[src/hdl/quadratic_equation_solver_unit_defines.svh]
// ----------------------------------------------------------------------------
// Quadratic equation solver - assertion macros
// Shared concurrent assertion forms, clocked on clk and held off in reset.
// ----------------------------------------------------------------------------
`ifndef QUADRATIC_EQUATION_SOLVER_UNIT_DEFINES_SVH
`define QUADRATIC_EQUATION_SOLVER_UNIT_DEFINES_SVH

// Same-cycle implication
`define QES_ASSERT_NOW(lbl, ante, cons, msg) \
  lbl: assert property (@(posedge clk) disable iff (!rst_n) (ante) |-> (cons)) \
    else $error(msg);

// Next-cycle implication
`define QES_ASSERT_NEXT(lbl, ante, cons, msg) \
  lbl: assert property (@(posedge clk) disable iff (!rst_n) (ante) |=> (cons)) \
    else $error(msg);

`endif

[src/hdl/qes_pkg.sv]
// ----------------------------------------------------------------------------
// qes_pkg
// Types and constants shared by the quadratic equation solver modules.
// ----------------------------------------------------------------------------
package qes_pkg;

  localparam int COEF_BITS  = 32;
  localparam int FRAC_BITS  = 16;
  localparam int EPS_BITS   = 16;
  localparam logic [EPS_BITS-1:0] EPS_RESET = 16'd1;
  localparam int D_BITS     = 2 * COEF_BITS + 1;
  localparam int NUM_BITS   = COEF_BITS + 2;
  localparam int FIFO_DEPTH = 4;

  typedef enum logic [2:0] {
    KIND_NONE     = 3'd0,
    KIND_ANY      = 3'd1,
    KIND_LINEAR   = 3'd2,
    KIND_TWO      = 3'd3,
    KIND_DOUBLE   = 3'd4,
    KIND_NEG_DISC = 3'd5
  } kind_t;

  typedef struct packed {
    logic signed [COEF_BITS-1:0] coef_a;
    logic signed [COEF_BITS-1:0] coef_b;
    logic signed [COEF_BITS-1:0] coef_c;
  } in_item_t;

  typedef struct packed {
    kind_t                       kind;
    logic signed [COEF_BITS-1:0] root_one;
    logic signed [COEF_BITS-1:0] root_two;
    logic                        overflow;
  } out_item_t;

  // Classified equation: roots are (base +/- isqrt(disc)) / den in sign-magnitude
  typedef struct packed {
    kind_t                kind;
    logic                 nbase;
    logic [COEF_BITS-1:0] mbase;
    logic                 nden;
    logic [COEF_BITS:0]   den;
    logic [D_BITS-1:0]    disc;
  } job_t;

endpackage

[src/hdl/qes_fifo.sv]
// ----------------------------------------------------------------------------
// qes_fifo
// Short job queue between the classifying front end and the root back end.
// ----------------------------------------------------------------------------
module qes_fifo #(
  parameter int DEPTH = qes_pkg::FIFO_DEPTH
) (
  input  logic          clk,
  input  logic          rst_n,
  input  logic          push,
  input  qes_pkg::job_t push_job,
  output logic          full,
  input  logic          pop,
  output qes_pkg::job_t pop_job,
  output logic          not_empty
);

  localparam int AW = (DEPTH > 1) ? $clog2(DEPTH) : 1;
  localparam int CW = $clog2(DEPTH + 1);

  qes_pkg::job_t  mem_r [DEPTH];
  logic [AW-1:0]  wr_ptr_r, wr_ptr_nxt;
  logic [AW-1:0]  rd_ptr_r, rd_ptr_nxt;
  logic [CW-1:0]  cnt_r, cnt_nxt;

  always_comb begin
    wr_ptr_nxt = wr_ptr_r;
    rd_ptr_nxt = rd_ptr_r;
    cnt_nxt    = cnt_r;
    if (push) begin
      wr_ptr_nxt = (wr_ptr_r == AW'(DEPTH - 1)) ? '0 : wr_ptr_r + 1'b1;
    end
    if (pop) begin
      rd_ptr_nxt = (rd_ptr_r == AW'(DEPTH - 1)) ? '0 : rd_ptr_r + 1'b1;
    end
    if (push && !pop) begin
      cnt_nxt = cnt_r + 1'b1;
    end else if (pop && !push) begin
      cnt_nxt = cnt_r - 1'b1;
    end
  end

  always_ff @(posedge clk) begin
    if (!rst_n) begin
      wr_ptr_r <= '0;
      rd_ptr_r <= '0;
      cnt_r    <= '0;
    end else begin
      wr_ptr_r <= wr_ptr_nxt;
      rd_ptr_r <= rd_ptr_nxt;
      cnt_r    <= cnt_nxt;
    end
  end

  always_ff @(posedge clk) begin
    if (push) begin
      mem_r[wr_ptr_r] <= push_job;
    end
  end

  assign pop_job   = mem_r[rd_ptr_r];
  assign full      = (cnt_r == CW'(DEPTH));
  assign not_empty = (cnt_r != '0);

endmodule

[config.mk]
export PLATFORM = sky130hd
export DESIGN_NAME = qes_fifo
export DESIGN_NICKNAME = d
export VERILOG_FILES = /design/src/hdl/quadratic_equation_solver_unit_defines.svh /design/src/hdl/qes_pkg.sv /design/src/hdl/qes_fifo.sv
export SDC_FILE = /design/constraint.sdc
export NUM_CORES = 1
export LEC_CHECK = 0
export ABC_AREA = 1
export BUFFER_PORTS_ARGS = -buffer_cell sky130_fd_sc_hd__buf_2
export CAP_MARGIN = 0
export CORE_ASPECT_RATIO = 0.9
export CORE_MARGIN = 10
export CORE_UTILIZATION = 54
export CTS_BUF_LIST = sky130_fd_sc_hd__clkbuf_8
export CTS_CLUSTER_DIAMETER = 50
export DETAILED_ROUTE_END_ITERATION = 6
export GPL_TIMING_DRIVEN = 0
export PLACE_DENSITY = 0.79
export SETUP_SLACK_MARGIN = 0.15
export SYNTH_ARGS = -nofsm -noshare
export SYNTH_HDL_FRONTEND = slang
export SYNTH_SLANG_ARGS = --single-unit
[constraint.sdc]
create_clock -name clk -period 3.8 [get_ports clk]
set_input_delay 0.38 -clock clk [delete_from_list [all_inputs] [get_ports clk]]
set_output_delay 0.38 -clock clk [all_outputs]
set_load 0.05 [all_outputs]
---- Word level (Yosys, flattened, before mapping) ----
Memory sizes are Yosys's and may differ from the RTL's. A register that Yosys moved wholly into a read port is not among the register bits.
Index checks and enable logic that the tools add are counted.
storage, ports and cells
  RAM bits ................................ 540
  register bits after elaboration ......... 7
  output and inout port bits .............. 137
  memories kept ........................... 1
operators by class
  mux-type cells .......................... 8
  eq/ne operators ......................... 3
  add/sub/neg operators ................... 4
  reductions and logical operators ........ 6
memory list
  name   depth  width  read ports  clocked after Yosys merged registers in  wr ports  line            RTL
  mem_r  4      135    1           1                                        1         qes_fifo.sv:21  qes_pkg::job_t mem_r [DEPTH];
operator list
  kind                   count
  $mux W2                4
  $mux W3                2
  $add A2 B1 Y2 const B  2
  $eq A2 B2 Y1 const B   2
  $add A3 B1 Y3 const B  1
  $eq A3 B3 Y1 const B   1
  $reduce_bool A3 Y1     1
  $sub A3 B1 Y3 const B  1
  $logic_and A1 B1 Y1    2
  $logic_not A1 Y1       2
  $mux W1                2
  $reduce_bool A2 Y1     1

---- Depth between registers and ports, before layout ----
  depth in word-level cells ............... 4
  gate-level depth with buffers ........... 10
  depth with buffers taken out ............ 10

---- Least setup slack after synthesis ----
No wires, ideal clock.
  kind .................................... register to register
  start ................................... reg wr_ptr_r[0]
  end ..................................... mem mem_r[3][0] (netlist bit) (enable)
  arrival time ............................ 3.190 ns
  buffers on the path ..................... 0
  path slack .............................. 0.122 ns
  stages on the path, launching flop included .. 4
  cell sequence ........................... dfxtp_1 > ha_1 > nand2_1 > inv_1
RTL lines
  item                    line            RTL
  start, declared         qes_fifo.sv:22  logic [AW-1:0] wr_ptr_r, wr_ptr_nxt;
  start signal, assigned  qes_fifo.sv:49  wr_ptr_r <= wr_ptr_nxt;
  end, declared           qes_fifo.sv:21
No word-level cell before the write port.

==> tab_implementation.tex <==
\begin{tabular}{lr}
\hline
Metric & Value \\
\hline
\multicolumn{2}{l}{\textbf{Synth}} \\
\quad Yosys reg bits & 549 \\
\quad Count leader, synth & sky130\_fd\_sc\_hd\_\_edfxtp\_1 \\
\quad Library cell occupying the most area in the post-synthesis netlist & sky130\_fd\_sc\_hd\_\_edfxtp\_1 \\
\quad Post-synthesis instance total & 1365 \\
\quad Post-Synthesis Net Count & 1511 \\
\quad Top cells by area, synth & sky130\_fd\_sc\_hd\_\_edfxtp\_1 (79\%), sky130\_fd\_sc\_hd\_\_o21ai\_0 (5.1\%), sky130\_fd\_sc\_hd\_\_nor2\_1 (4.7\%), sky130\_fd\_sc\_hd\_\_o22ai\_1 (4.1\%), sky130\_fd\_sc\_hd\_\_o21ai\_1 (1.6\%) \\
\quad EDFF count, synth & 540 \\
\quad List of most frequent post-synthesis cells & sky130\_fd\_sc\_hd\_\_edfxtp\_1 (540), sky130\_fd\_sc\_hd\_\_nor2\_1 (259), sky130\_fd\_sc\_hd\_\_o21ai\_0 (208) \\
\quad Share of async-settable or async-resettable flops after synthesis & 0\% \\
\quad Commonest register cell after synthesis & sky130\_fd\_sc\_hd\_\_edfxtp\_1 \\
\quad Synth top area share & 78.94\% \\
\quad Synth Cell Area & 0.02054 mm2 \\
\quad Number of distinct library cells after synthesis & 24 \\
\quad Share of synthesized area occupied by flip-flops and latches & 79.82\% \\
\quad Synthesis warning total & 0 \\
\quad Average size of a mapped cell & 15.05 um2 \\
\multicolumn{2}{l}{\textbf{CTS}} \\
\quad Gates resized, CTS repair & 0 \\
\quad Clock latency at the later pin of the worst-skew pair & 0.64 ns \\
\quad Maximum clock insertion buffer count & 3 \\
\quad Clock tree sinks & 549 \\
\quad Clock input transition at the sequential cells of the worst setup and hold paths & 0.06 ns \\
\quad CTS tree & yes \\
\quad Setup Fix Bufs, Post-CTS & 0 \\
\quad Cell at the root of the clock tree & sky130\_fd\_sc\_hd\_\_clkbuf\_8 \\
\quad H-tree levels & 3 \\
\quad Cts bufs inserted & 86 \\
\multicolumn{2}{l}{\textbf{Setup path}} \\
\quad Number of buffers and inverters on the critical path & 5 \\
\quad Critical-path cell with the highest stage delay & sky130\_fd\_sc\_hd\_\_buf\_2 \\
\quad CP dominant cell by count & sky130\_fd\_sc\_hd\_\_buf\_2 \\
\quad Worst setup SP type & flop \\
\quad Setup CP Type & reg -> out \\
\quad Cell breakdown of the critical path & buf\_4 > clkinv\_2 > buf\_2 > buf\_2 > o21ai\_1 > o22ai\_1 > buf\_2 \\
\quad Max FO, Critical Path & 10 \\
\quad Data arrival time at the worst-slack endpoint & 2.68 ns \\
\quad CP peak stage delay & 0.34 ns \\
\quad CP Capture Type & output pin \\
\quad Critical path's top delay family & buffers and inverters \\
\quad Data required time of the worst path & 3.42 ns \\
\multicolumn{2}{l}{\textbf{Timing}} \\
\quad Post-route clock period utilization & 80.50\% \\
\quad Sum of negative setup slack & 0 ns \\
\quad Total setup violations reported at the end of the flow & 0 \\
\quad RSZ-0062 raised after global routing & no \\
\quad Worst setup skew after layout & 0.01952 ns \\
\quad Rel. slew slack & 44.00\% \\
\quad Number of endpoints with negative hold slack in the final report & 0 \\
\quad Slew Limit Fails & 0 \\
\quad Peak Freq & 0.3269 GHz \\
\quad Pin slew with the least headroom to its limit & 0.8382 ns \\
\quad Min Clock Period, post-route & 3.059 ns \\
\multicolumn{2}{l}{\textbf{Cells and area}} \\
\quad Area growth syn-to-layout & 25.77\% \\
\quad Layout cell share with drive strength beyond 1 & 23.70\% \\
\quad Nets & 2028 \\
\multicolumn{2}{l}{\textbf{Global route}} \\
\quad Maximum number of pins on one net before global-route repair & 39 \\
\quad First-pass GRT wire length & 80.74 mm \\
\quad Global-route congestion overflow total & 0 \\
\quad Number of antenna violations at the first check in global routing & 7 \\
\quad Number of global-route vias before repair & 14146 \\
\quad Global router's overall resource usage & 22.82\% \\
\multicolumn{2}{l}{\textbf{Floorplan}} \\
\quad Die span in y & 205.0 um \\
\quad DIE AREA & 0.04625 mm2 \\
\quad Horizontal extent of the die & 225.6 um \\
\quad Standard-cell rows & 67 \\
\quad Count of boundary I/O pins & 276 \\
\quad Area of the core & 0.03739 mm2 \\
\quad Starting density of the core & 54.94\% \\
\multicolumn{2}{l}{\textbf{Route}} \\
\quad Number of iterations in the first detailed-routing pass & 5 \\
\quad Violation count after the first detailed-route iteration & 1663 \\
\quad Final routed wirelength across all metal layers & 53.68 mm \\
\quad Per-cell via count in the routed design & 5.633 \\
\quad \# DRC & 0 \\
\quad Average wire per cell in the routed design & 21.98 um \\
\quad Remaining antenna violation count after routing & 0 \\
\quad Vias after detailed routing & 13755 \\
\multicolumn{2}{l}{\textbf{Status}} \\
\quad Status & finished clean \\
\multicolumn{2}{l}{\textbf{Place}} \\
\quad Total of buffers placed on input and output ports & 275 \\
\quad Detailed placer's ending HPWL & 32.73 mm \\
\quad Final Wtd Congestion & 0.7803 \\
\multicolumn{2}{l}{\textbf{Min path}} \\
\quad Class of the worst hold path & in -> reg \\
\multicolumn{2}{l}{\textbf{Power and ir drop}} \\
\quad Total chip power & 13.70 mW \\
\quad Worst vdd ir & 0.3873 mV \\
\quad Leakage power & 9.275 nW \\
\quad Power per Cell Area & 530.2 mW/mm2 \\
\multicolumn{2}{l}{\textbf{Job}} \\
\quad \# Max-Cap Violations & 0 \\
\hline
\end{tabular}
cell type report:
type / instances / area [um2]
clock inverters: 66 / 296.5
inverters: 16 / 83.83
plain buffers: 88 / 589.3
fillers: 2443 / 11550
flip-flops and latches: 549 / 16400
well taps: 483 / 604.3
clock buffers: 89 / 1225
repair buffers: 429 / 3128
diodes: 10 / 25.02
multi-input cells: 712 / 3487
report_power, final:
part / switching, mW / leakage, nW / internal [mW]
Combinational: 1.67 / 3.34 / 0.593
Sequential: 0.0604 / 5.03 / 6.93
Clock: 2.22 / 0.898 / 2.23
cell usage in the layout (no fill, tap or decap), types with 7 or more instances in the layout:
cell                              n
sky130_fd_sc_hd__dlygate4sd3_1  136
sky130_fd_sc_hd__o21ai_1         65
sky130_fd_sc_hd__nor2_2          20
sky130_fd_sc_hd__buf_2          292
sky130_fd_sc_hd__clkinvlp_4       7
sky130_fd_sc_hd__buf_6           21
sky130_fd_sc_hd__nand2_1          9
sky130_fd_sc_hd__buf_12          18
sky130_fd_sc_hd__clkbuf_8        89
sky130_fd_sc_hd__diode_2         10
sky130_fd_sc_hd__o22ai_1        135
sky130_fd_sc_hd__nor2_1         259
sky130_fd_sc_hd__clkbuf_1        44
sky130_fd_sc_hd__inv_1           45
sky130_fd_sc_hd__clkinv_1        21
sky130_fd_sc_hd__o21ai_0        208
sky130_fd_sc_hd__dfxtp_1          9
sky130_fd_sc_hd__edfxtp_1       540
kinds of logic (layout without fill, tap and decap cells):
family / Yosys count / count (layout) / share of synthesized area [%]
buffers and inverters: 104 / 688 / 3.204
DFF: 549 / 549 / 79.82
adders and majority gates: 7 / 7 / 0.4629
and+or+nand+nor: 293 / 293 / 5.634
other: 0 / 10 / 0
AOI/OAI and AO/OA: 411 / 411 / 10.84
xor gates and xnor gates: 1 / 1 / 0.04265
timing repair:
item | in CTS | in global routing
endpoints found under the hold margin | 544 | 0
endpoints found under the setup margin | 0 | 0
hold buffers | 136 | 0
path summary, 6_finish.rpt:
kind,cells after the start,end,slack (ns),start
worst max-delay path,7,pop_job[112],0.74,flop
worst min-delay path,3,wr_ptr_r[1]$_SDFFE_PN0P_,0.11,push
worst min register to register,2,cnt_r[1]$_SDFFE_PN0P_,0.55,cnt_r[1]$_SDFFE_PN0P_
worst max register to register,5,mem_r[3][70]$_DFFE_PP_,1.44,wr_ptr_r[0]$_SDFFE_PN0P_
tightest hold or removal path, cell delays in order:
cell and delay [ns]:
sky130_fd_sc_hd__buf_2 0.14, sky130_fd_sc_hd__inv_1 0.11, sky130_fd_sc_hd__a21oi_1 0.07
routing by layer:
| layer | up-vias | track usage, % | wire length [um] |
|---|---|---|---|
| met5 | - | 0 | 10 |
| met4 | 2 | 7.399 | 1210 |
| met3 | 91 | 6.490 | 5092 |
| met2 | 707 | 38.02 | 26660 |
| met1 | 6722 | 28.43 | 20710 |
| li1 | 6233 | - | - |
registers in the layout, indices dropped and copies added (netlist names), named ones only:
register  count
rd_ptr_r      2
wr_ptr_r      2
mem_r       540
cnt_r         3
metrics by stage:
stage	std cells	utilization (%)	worst slack (ns)	hold WS, ns	area (um2)
after floorplan	1365	-	0.6973	0.4789	20560
after global placement	2123	60.28	-0.9825	0.5057	22540
after detailed placement	2141	61.32	1.418	0.5273	22930
after CTS	2432	69.03	0.7519	0.04306	25810
after global routing	2437	69.07	0.6631	0.09175	25820
final	2442	69.10	0.7411	0.1075	25830
(Power assumes the default switching activity.)
